## config.mk

```make
export PLATFORM = sky130hd
export DESIGN_NAME = order_book_best_price_unit
export DESIGN_NICKNAME = d
export VERILOG_FILES = /design/src/hw/rtl/obbp_pkg.sv /design/src/hw/rtl/order_book_best_price_unit.sv /design/src/hw/rtl/obbp_ctrl.sv /design/src/hw/rtl/obbp_datapath.sv
export SDC_FILE = /design/constraint.sdc
export NUM_CORES = 2
export LEC_CHECK = 0
export BUFFER_PORTS_ARGS = -buffer_cell sky130_fd_sc_hd__buf_2
export CORE_ASPECT_RATIO = 1.5
export CORE_MARGIN = 5
export CORE_UTILIZATION = 50
export CTS_CLUSTER_DIAMETER = 100
export CTS_CLUSTER_SIZE = 10
export DETAILED_ROUTE_END_ITERATION = 16
export PLACE_DENSITY = 0.65
export SETUP_SLACK_MARGIN = 0.5
export SLEW_MARGIN = 20
export SYNTH_ARGS = -nofsm -noshare
export SYNTH_HDL_FRONTEND = slang
export SYNTH_HIERARCHICAL = 1
export SYNTH_SLANG_ARGS = --single-unit
```

## constraint.sdc

```tcl
create_clock -name clk_i -period 8.1 [get_ports clk_i]
set_input_delay 1.62 -clock clk_i [delete_from_list [all_inputs] [get_ports clk_i]]
set_output_delay 1.62 -clock clk_i [all_outputs]
set_load 0.02 [all_outputs]
```

## src/hw/rtl/obbp_pkg.sv

```systemverilog
package obbp_pkg;

  // Default book size and price width.
  localparam int unsigned DefaultDepth     = 64;
  localparam int unsigned DefaultPriceBits = 32;

  // Widths of the fixed port fields.
  localparam int unsigned InPriceW = 32;
  localparam int unsigned IdW      = 32;
  localparam int unsigned OutPriceW = 32;

  // Operation carried by an input transaction.
  typedef enum logic {
    OP_ADD    = 1'b0,
    OP_REMOVE = 1'b1
  } op_e;

  // Status reported with every result transaction.
  typedef enum logic [1:0] {
    ST_DONE     = 2'd0,
    ST_FULL     = 2'd1,
    ST_DUP      = 2'd2,
    ST_NOTFOUND = 2'd3
  } status_e;

  // Commands from the controller to the datapath.
  typedef struct packed {
    logic start;   // capture the input transaction and clear the scan results
    logic scan;    // read one slot and advance the scan address
    logic commit;  // update the book and load the result register
  } ctrl_cmd_t;

  // Status from the datapath to the controller.
  typedef struct packed {
    logic last_addr;  // the scan address points at the last slot
    logic out_busy;   // the result register holds a transaction not yet taken
  } ctrl_sts_t;

endpackage

```

## src/hw/rtl/order_book_best_price_unit.sv

```systemverilog
// An accepted transaction is scanned over every slot and its result registered
// at commit; a new one is taken only in S_IDLE. The scan reads one slot per cycle
// through the single read port of the price and id memories.
// A waiting result does not stall the scan of the next transaction.
// Reset empties the book at once by clearing the slot valid bits; no clearing pass.
module order_book_best_price_unit #(
  parameter int unsigned DEPTH      = obbp_pkg::DefaultDepth,
  parameter int unsigned PRICE_BITS = obbp_pkg::DefaultPriceBits
) (
  input  logic                             clk_i,
  input  logic                             rst_ni,
  input  logic                             in_valid_i,
  output logic                             in_ready_o,
  input  logic                             op_i,
  input  logic [obbp_pkg::InPriceW-1:0]    order_price_i,
  input  logic [obbp_pkg::IdW-1:0]         order_id_i,
  output logic                             out_valid_o,
  input  logic                             out_ready_i,
  output logic [1:0]                       status_o,
  output logic [obbp_pkg::OutPriceW-1:0]   best_price_o,
  output logic                             book_empty_o
);
  import obbp_pkg::*;

  ctrl_cmd_t cmd;
  ctrl_sts_t sts;

  // Sequencer for the scan and commit of one transaction.
  obbp_ctrl u_ctrl (
    .clk_i      (clk_i),
    .rst_ni     (rst_ni),
    .in_valid_i (in_valid_i),
    .in_ready_o (in_ready_o),
    .sts_i      (sts),
    .cmd_o      (cmd)
  );

  // Book storage, scan compare and result register.
  obbp_datapath #(
    .DEPTH      (DEPTH),
    .PRICE_BITS (PRICE_BITS)
  ) u_datapath (
    .clk_i         (clk_i),
    .rst_ni        (rst_ni),
    .cmd_i         (cmd),
    .sts_o         (sts),
    .op_i          (op_i),
    .order_price_i (order_price_i),
    .order_id_i    (order_id_i),
    .out_valid_o   (out_valid_o),
    .out_ready_i   (out_ready_i),
    .status_o      (status_o),
    .best_price_o  (best_price_o),
    .book_empty_o  (book_empty_o)
  );

endmodule

```

## src/hw/rtl/obbp_ctrl.sv

```systemverilog
module obbp_ctrl (
  input  logic                  clk_i,
  input  logic                  rst_ni,
  input  logic                  in_valid_i,
  output logic                  in_ready_o,
  input  obbp_pkg::ctrl_sts_t   sts_i,
  output obbp_pkg::ctrl_cmd_t   cmd_o
);
  import obbp_pkg::*;

  typedef enum logic [1:0] {
    S_IDLE,
    S_SCAN,
    S_FLUSH,
    S_COMMIT
  } state_e;

  state_e state_q, state_d;

  // The book is only open to a new transaction between scans.
  assign in_ready_o = (state_q == S_IDLE);

  assign cmd_o.start  = (state_q == S_IDLE) && in_valid_i;
  assign cmd_o.scan   = (state_q == S_SCAN);
  assign cmd_o.commit = (state_q == S_COMMIT) && !sts_i.out_busy;

  // Next-state logic.
  always_comb begin
    state_d = state_q;
    unique case (state_q)
      S_IDLE: begin
        if (in_valid_i) state_d = S_SCAN;
      end
      S_SCAN: begin
        if (sts_i.last_addr) state_d = S_FLUSH;
      end
      S_FLUSH: begin
        state_d = S_COMMIT;
      end
      S_COMMIT: begin
        if (!sts_i.out_busy) state_d = S_IDLE;
      end
      default: begin
        state_d = S_IDLE;
      end
    endcase
  end

  // State register.
  always_ff @(posedge clk_i or negedge rst_ni) begin
    if (!rst_ni) begin
      state_q <= S_IDLE;
    end else begin
      state_q <= state_d;
    end
  end

  // The flush cycle always follows the read of the last slot.
  a_flush_after_last: assert property (@(posedge clk_i) disable iff (!rst_ni)
    (state_q == S_FLUSH) |-> $past(sts_i.last_addr) && $past(cmd_o.scan))
    else $error("flush entered before the scan reached the last slot");

endmodule

```

## src/hw/rtl/obbp_datapath.sv

```systemverilog
module obbp_datapath #(
  parameter int unsigned DEPTH      = obbp_pkg::DefaultDepth,
  parameter int unsigned PRICE_BITS = obbp_pkg::DefaultPriceBits
) (
  input  logic                             clk_i,
  input  logic                             rst_ni,
  input  obbp_pkg::ctrl_cmd_t              cmd_i,
  output obbp_pkg::ctrl_sts_t              sts_o,
  input  logic                             op_i,
  input  logic [obbp_pkg::InPriceW-1:0]    order_price_i,
  input  logic [obbp_pkg::IdW-1:0]         order_id_i,
  output logic                             out_valid_o,
  input  logic                             out_ready_i,
  output logic [1:0]                       status_o,
  output logic [obbp_pkg::OutPriceW-1:0]   best_price_o,
  output logic                             book_empty_o
);
  import obbp_pkg::*;

  localparam int unsigned IdxW = (DEPTH > 1) ? $clog2(DEPTH) : 1;

  // Captured input transaction.
  op_e                   op_q;
  logic [PRICE_BITS-1:0] px_q;
  logic [IdW-1:0]        key_q;

  // Book storage: valid bits in flops, prices and ids in memories.
  logic [DEPTH-1:0]      valid_q;
  logic [PRICE_BITS-1:0] price_mem [DEPTH];
  logic [IdW-1:0]        id_mem    [DEPTH];

  // Scan address and the registered read stage.
  logic [IdxW-1:0]       addr_q;
  logic                  s1_vld_q;
  logic [IdxW-1:0]       s1_idx_q;
  logic                  s1_vbit_q;
  logic [PRICE_BITS-1:0] price_rd_q;
  logic [IdW-1:0]        id_rd_q;

  // Scan results.
  logic                  found_q;
  logic [IdxW-1:0]       found_idx_q;
  logic                  free_found_q;
  logic [IdxW-1:0]       free_idx_q;
  logic                  any_q;
  logic [PRICE_BITS-1:0] best_q;

  // Result register.
  logic                  out_valid_q;
  status_e               status_q;
  logic [OutPriceW-1:0]  best_out_q;
  logic                  empty_q;

  // Commit decision.
  status_e               res_status;
  logic [PRICE_BITS-1:0] res_best;
  logic                  res_any;
  logic                  do_write;
  logic                  do_clear;

  // Slot compare for the data now in the read stage.
  logic                  id_match;
  logic                  include_slot;

  assign sts_o.last_addr = (addr_q == IdxW'(DEPTH - 1));
  assign sts_o.out_busy  = out_valid_q && !out_ready_i;

  // Capture the transaction; the price keeps only its low PRICE_BITS bits.
  always_ff @(posedge clk_i) begin
    if (cmd_i.start) begin
      op_q  <= op_e'(op_i);
      px_q  <= PRICE_BITS'(order_price_i);
      key_q <= order_id_i;
    end
  end

  // Scan address counter and read-stage tracking.
  always_ff @(posedge clk_i or negedge rst_ni) begin
    if (!rst_ni) begin
      addr_q   <= '0;
      s1_vld_q <= 1'b0;
    end else begin
      if (cmd_i.start) begin
        addr_q <= '0;
      end else if (cmd_i.scan) begin
        addr_q <= addr_q + IdxW'(1);
      end
      s1_vld_q <= cmd_i.scan;
    end
  end

  // Memories: one write port at commit, one registered read port for the scan.
  always_ff @(posedge clk_i) begin
    if (cmd_i.commit && do_write) begin
      price_mem[free_idx_q] <= px_q;
      id_mem[free_idx_q]    <= key_q;
    end
    if (cmd_i.scan) begin
      price_rd_q <= price_mem[addr_q];
      id_rd_q    <= id_mem[addr_q];
      s1_idx_q   <= addr_q;
      s1_vbit_q  <= valid_q[addr_q];
    end
  end

  // A removed order is left out of the maximum so that it reflects the
  // book after the transaction; ids are unique, so at most one slot matches.
  assign id_match     = s1_vbit_q && (id_rd_q == key_q);
  assign include_slot = s1_vbit_q && !((op_q == OP_REMOVE) && id_match);

  // Accumulate id match, first free slot and the running maximum.
  always_ff @(posedge clk_i or negedge rst_ni) begin
    if (!rst_ni) begin
      found_q      <= 1'b0;
      found_idx_q  <= '0;
      free_found_q <= 1'b0;
      free_idx_q   <= '0;
      any_q        <= 1'b0;
      best_q       <= '0;
    end else if (cmd_i.start) begin
      found_q      <= 1'b0;
      free_found_q <= 1'b0;
      any_q        <= 1'b0;
    end else if (s1_vld_q) begin
      if (id_match && !found_q) begin
        found_q     <= 1'b1;
        found_idx_q <= s1_idx_q;
      end
      if (!s1_vbit_q && !free_found_q) begin
        free_found_q <= 1'b1;
        free_idx_q   <= s1_idx_q;
      end
      if (include_slot && (!any_q || (price_rd_q > best_q))) begin
        best_q <= price_rd_q;
      end
      if (include_slot) begin
        any_q <= 1'b1;
      end
    end
  end

  // Decide the outcome of the transaction from the scan results.
  always_comb begin
    res_status = ST_DONE;
    res_best   = best_q;
    res_any    = any_q;
    do_write   = 1'b0;
    do_clear   = 1'b0;
    if (op_q == OP_ADD) begin
      if (found_q) begin
        res_status = ST_DUP;
      end else if (!free_found_q) begin
        res_status = ST_FULL;
      end else begin
        do_write = 1'b1;
        res_any  = 1'b1;
        if (!any_q || (px_q > best_q)) res_best = px_q;
      end
    end else begin
      if (!found_q) begin
        res_status = ST_NOTFOUND;
      end else begin
        do_clear = 1'b1;
      end
    end
  end

  // Slot valid bits.
  always_ff @(posedge clk_i or negedge rst_ni) begin
    if (!rst_ni) begin
      valid_q <= '0;
    end else if (cmd_i.commit) begin
      if (do_write) valid_q[free_idx_q] <= 1'b1;
      if (do_clear) valid_q[found_idx_q] <= 1'b0;
    end
  end

  // Result register: loaded at commit, held until the transaction is taken.
  always_ff @(posedge clk_i or negedge rst_ni) begin
    if (!rst_ni) begin
      out_valid_q <= 1'b0;
    end else if (cmd_i.commit) begin
      out_valid_q <= 1'b1;
    end else if (out_ready_i) begin
      out_valid_q <= 1'b0;
    end
  end

  always_ff @(posedge clk_i) begin
    if (cmd_i.commit) begin
      status_q   <= res_status;
      best_out_q <= res_any ? OutPriceW'(res_best) : '0;
      empty_q    <= !res_any;
    end
  end

  assign out_valid_o  = out_valid_q;
  assign status_o     = status_q;
  assign best_price_o = best_out_q;
  assign book_empty_o = empty_q;

  // A matching slot is valid and a free slot is not, so they never coincide.
  a_match_free_differ: assert property (@(posedge clk_i) disable iff (!rst_ni)
    (found_q && free_found_q) |-> (found_idx_q != free_idx_q))
    else $error("matching slot and free slot coincide");

  // A successful add marks its slot valid.
  a_add_sets_valid: assert property (@(posedge clk_i) disable iff (!rst_ni)
    (cmd_i.commit && do_write) |=> valid_q[$past(free_idx_q)])
    else $error("added order did not mark its slot valid");

  // After a successful add the book cannot be reported empty.
  a_add_not_empty: assert property (@(posedge clk_i) disable iff (!rst_ni)
    (cmd_i.commit && do_write) |=> (out_valid_q && !empty_q))
    else $error("book reported empty after a successful add");

  // A commit never overwrites a result that is still waiting.
  a_no_overwrite: assert property (@(posedge clk_i) disable iff (!rst_ni)
    cmd_i.commit |-> !(out_valid_q && !out_ready_i))
    else $error("result overwritten before it was taken");

endmodule

```

======== Word level (Yosys, flattened, before mapping) ========
Memory sizes are Yosys's and may differ from the RTL's. A register that Yosys moved wholly into a read port is not among the register bits.
Index checks and enable logic that the tools add are counted.
operators by class
  add/sub/neg operators ................... 1
  order comparisons ....................... 7
  equality and inequality tests ........... 8
  muxes and demuxes ....................... 44
  bitwise gates (word level) .............. 4
  reduce and logical (&&, ||, !) cells .... 36
operators with widths
  operator                                              count
  two-way mux 64 bit                                    3
  two-way mux 32 bit                                    4
  bitwise AND 64 bit                                    1
  greater-than comparator 32 bit                        2
  NOT 64 bit                                            1
  bitwise OR 64 bit                                     1
  == test 32 bit                                        1
  two-way mux 1 bit                                     25
  < comparator 6 x 7 -> 1 bit (second input constant)   3
  demux 1 bit (select 6 bit)                            2
  >= comparator 6 x 1 -> 1 bit (second input constant)  2
  logical AND 1 bit                                     12
  two-way mux 2 bit                                     6
  two-way mux 6 bit                                     2
  AND reduction 3 bit                                   4
  nonzero test 2 bit                                    6
  logical NOT 1 bit                                     8
  case mux 2 bit (4 select lines)                       1
  adder 6 x 1 -> 6 bit (second input constant)          1
  binary-select mux 1 bit (select 6 bit)                1
  == test 6 bit (second input constant)                 1
  inequality test 2 bit (second input constant)         3
  AND reduction 2 bit                                   3
  == test 2 bit (second input constant)                 2
  other kinds (4)                                       5
storage, ports and cells
  flip-flop bits (word level) ............. 228
  RAM bits ................................ 4096
  input port bits ......................... 69
  output and inout port bits .............. 37
  logic and storage cells ................. 121
  memories ................................ 2
memory list
  memory                words  width  read ports  clocked after Yosys merged registers in  wr ports  RTL line             text
  u_datapath.id_mem     64     32     1           1                                        1         obbp_datapath.sv:30  logic [IdW-1:0] id_mem [DEPTH];
  u_datapath.price_mem  64     32     1           1                                        1         obbp_datapath.sv:29  logic [PRICE_BITS-1:0] price_mem [DEPTH];

======== Logic depth before layout (Yosys ltp) ========
  depth after elaboration ................. 9
  depth in mapped cells ................... 10
  gate-level depth less buffers ........... 9

======== Modules after synthesis ========
Netlist, hierarchy kept.
by module, submodules not included
  module         times used  cells an instance  area an instance (µm²)  seq. area each (µm²)
  obbp_datapath  1           6669               167234.1                131110.7
  obbp_ctrl      1           17                 187.7                   50.0

======== Worst setup path before layout ========
No wires, ideal clock.
  kind .................................... input to register
  from .................................... input out_ready_i
  to ...................................... register u_datapath.valid_q[60]
  library setup time ...................... 0.076 ns
  arrival time ............................ 7.272 ns
  required time ........................... 8.024 ns
  path slack .............................. 0.752 ns
  stages on the path ...................... 6
  path buffers ............................ 0
  cells stage by stage .................... nor2b_1 nor2b_1 and3_1 nand3_1 nor2_1 o32a_1
RTL lines
  what                             RTL line                          text
  from (decl)                      order_book_best_price_unit.sv:18  input logic out_ready_i,
  to (signal assigned)             obbp_datapath.sv:171              valid_q <= '0;
  to (signal, indexed assignment)  obbp_datapath.sv:173              if (do_write) valid_q[free_idx_q] <= 1'b1;
  to (signal, indexed assignment)  obbp_datapath.sv:174              if (do_clear) valid_q[found_idx_q] <= 1'b0;
  to (decl)                        obbp_datapath.sv:28               logic [DEPTH-1:0] valid_q;

==> results.json <==
{
  "status": "completed",
  "hold_ws_ps": 509,
  "r2r_slack_ps": 3830,
  "synth_cell_types": 51,
  "switching_share": 0.275,
  "min_from": "u_datapath/valid_q[47]",
  "crit_arrival_ps": 4950,
  "nets": 7349,
  "power.internal_w": 0.0435,
  "slowest_delay_ps": 1090,
  "wire_per_inst_um": 37.2,
  "final_antenna_net_count": 0,
  "ctsResizeCount": 0,
  "powerDensity_nw_per_um2": 319,
  "drive_gt1_frac": 0.322,
  "period_needed_ps": 4380,
  "cp-start-kind": "input pin",
  "clkLatencyLatePin_ps": 950,
  "netlist_area_um2": 167000,
  "holdPathStages": 1,
  "syn_to_final_growth_pct": 12.4,
  "p_clk_frac": 0.315,
  "ctsHoldBuffers": 0,
  "die_h_um": 719,
  "synthArstFlopShare": 0.0276,
  "total_power_w": 0.0600,
  "syn_area_per_cell_um2": 25.0,
  "synth_edf_count": 4267,
  "drv_cap": 0,
  "post-route-drc-count": 0,
  "cts_made_buffers": 480,
  "ys.flop_type": "edfxtp_1",
  "synth_most_common_cell": "edfxtp_1",
  "regToRegEndpoint": "u_datapath/id_rd_q[12]",
  "worstSetupEndpointType": "flop",
  "finalWeightedCongestion": 0.854,
  "critical_path_class": "input pin to flop",
  "setup_viol": 0,
  "portBuffers": 105,
  "hold_end": "u_datapath/valid_q[47]",
  "syn_inst": 6686,
  "max_slew_margin": 0.206,
  "grt_max_degree": 129,
  "worstMarginPinSlew_ps": 1190,
  "post_cts_buffers": 0,
  "max_freq_mhz": 228,
  "ys_seq_area_frac": 0.783,
  "crit_path_max_fanout": 39,
  "placementRows": 260,
  "fin_crit_sh": 0.541,
  "power.leakage_nw": 57.8,
  "vias": 76471,
  "antenna_found_initial": 26,
  "synth_top_area_cell": "edfxtp_1",
  "irDropWorstVdd_mv": 0.290,
  "grt_pass1_vias": 79683,
  "drt_first_pass_iters": 5,
  "fin_worst_skew_ps": 41.8,
  "core_area_um2": 334000,
  "ys.warnings.count": 6,
  "r2r_start": "u_datapath/addr_q[0]",
  "grt.total_usage": 0.254,
  "via_per_inst": 6.48,
  "synth_commonest_cells": "edfxtp_1, mux4_2, clkbuf_1",
  "die_x_um": 482,
  "clockBufferDepth": 4,
  "seqCellArea_um2": 131000,
  "start_util": 0.502,
  "clk_pin_slew_worst_paths_ps": 60,
  "critPathSlowestCell": "nor2_4",
  "grt_overflow": 0,
  "drt_iter0_markers": 9230,
  "multiInputGateArea_um2": 35200,
  "drv_slew": 0,
  "grt_setup_unrepaired": "no",
  "fillers": 23880,
  "hold_violations": 0,
  "hold_path_class": "flop to flop",
  "combPwrFrac": 0.237,
  "cts_tree": "built",
  "yosys-top-cells-area": "edfxtp_1, mux4_2, dfrtp_1",
  "synth_top_cell_area_share": 0.765,
  "syn_nets": 6825,
  "cts_sinks": 4388,
  "crit_required_ps": 8670,
  "grt_pass1_wl_mm": 619,
  "routed_wirelength_mm": 439,
  "reg2reg_depth": 5,
  "dieArea_um2": 347000,
  "tns_ps": 0,
  "pwr-share-seq": 0.449,
  "h-tree-depth": 5,
  "hpwl_mm": 246,
  "clockRootBuffer": "clkbuf_16",
  "num_io_pins": 106,
  "power_switching_w": 0.0165,
  "cp_cell_sequence": "buf_2 -> nor2b_1 -> nor2b_4 -> nand2_1 -> nor2_1 -> nand3_1 -> nor2_4 -> buf_4",
  "synth_seq_cells": 4388
}
[critical path: cells and delay by family]
family                 cells  cell delay (ps)
and+or+nand+nor            6             2410
buffers and inverters      2              850
[per-stage QoR]
stage / utilization / setup WS (ps) / cell area [um^2] / cells
6_report: 0.564 / 3720 / 188000 / 11804
5_1_grt: 0.564 / 3630 / 188000 / 11801
4_1_cts: 0.563 / 3720 / 188000 / 11795
3_5_place_dp: 0.525 / 2790 / 175000 / 11178
3_3_place_gp: 0.525 / 2680 / 175000 / 11177
2_1_floorplan: - / 752 / 167000 / 6686
[sequential cells by signal (all words and copies together), names as in the netlist, 2 cells and up]
| name | cells |
|---|---|
| u_datapath/id_rd_q | 32 |
| u_datapath/key_q | 32 |
| u_datapath/price_mem | 2048 |
| u_datapath/px_q | 32 |
| u_ctrl/state_q | 2 |
| u_datapath/best_q | 32 |
| u_datapath/id_mem | 2048 |
| u_datapath/status_o | 2 |
| u_datapath/valid_q | 64 |
| u_datapath/price_rd_q | 32 |
| u_datapath/addr_q | 6 |
| u_datapath/free_idx_q | 6 |
| u_datapath/s1_idx_q | 6 |
| u_datapath/found_idx_q | 6 |
| u_datapath/best_price_o | 32 |
[power by group through the flow]
stage / combinational, W / sequential, W / clock (W)
5_1_grt: 0.0149 / 0.0269 / 0.0202
3_3_place_gp: 0.0142 / 0.0273 / 0
4_1_cts: 0.0144 / 0.0269 / 0.0192
3_5_place_dp: 0.0144 / 0.0274 / 0
6_report: 0.0142 / 0.0269 / 0.0189
2_1_floorplan: 0.00910 / 0.0276 / 0
[cell type report]
cell class,instances,area share
sequential,4388,0.697
multi-input combinational,1926,0.187
clock buffer,603,0.0675
tap,4454,0.0296
timing repair buffer,370,0.0163
clock inverter,14,0.000991
inverter,44,0.000878
antenna,5,0.0000665
[placed cells by master, fill, tap and decap left out, drive strengths merged, types with 3 or more instances in the layout]
cell,synthesis,final
xor2,27,27
and3,3,3
xnor2,9,9
nand4,14,14
buf,141,370
ha,70,70
nand3,20,20
nor2b,6,6
nor3b,5,5
nor3,9,9
a21o,8,8
o21ai,11,11
diode,0,5
nor4,8,8
nor2,129,129
mux4,1365,1365
clkbuf,187,603
edfxtp,4267,4267
nand3b,6,6
mux2,45,45
o22a,27,27
clkinv,1,6
nand2,40,40
dfrtp,121,121
a211oi,3,3
a21oi,61,61
inv,43,52
nand2b,3,3
a22o,32,32
[cells by family after synthesis]
| kind of cell | Yosys count | synth area share |
|---|---|---|
| AO/OA/AOI/OAI | 156 | 0.00655 |
| XOR/XNOR | 36 | 0.00188 |
| adder cells (fa/ha/maj) | 70 | 0.00523 |
| buffers and inverters | 372 | 0.00930 |
| flip-flops | 4388 | 0.783 |
| multiplexers | 1412 | 0.187 |
| AND/OR/NAND/NOR | 252 | 0.00682 |
[layer usage]
metal	GRT usage	part of all wire	up-vias
met5	0	0.00029	-
met4	0.106	0.050	18
met3	0.0380	0.074	809
met2	0.431	0.52	3656
met1	0.331	0.36	42106
li1	-	-	29882
[how the worst max path moves through the flow]
stage | slack, ps | to | depth (start not counted) | from
final | 3720 | u_datapath/id_mem[53][6] | 8 | out_ready_i
after global routing | 3630 | u_datapath/id_rd_q[12] | 5 | u_datapath/addr_q[0]
after CTS | 3720 | u_datapath/id_rd_q[12] | 5 | u_datapath/addr_q[0]
after detailed placement | 2790 | u_datapath/id_mem[53][5] | 8 | out_ready_i
after global placement | 2680 | u_datapath/id_mem[53][5] | 8 | out_ready_i
after floorplan | 750 | u_datapath/valid_q[60] | 6 | out_ready_i
No activity file was read; power rests on OpenSTA's default activity.
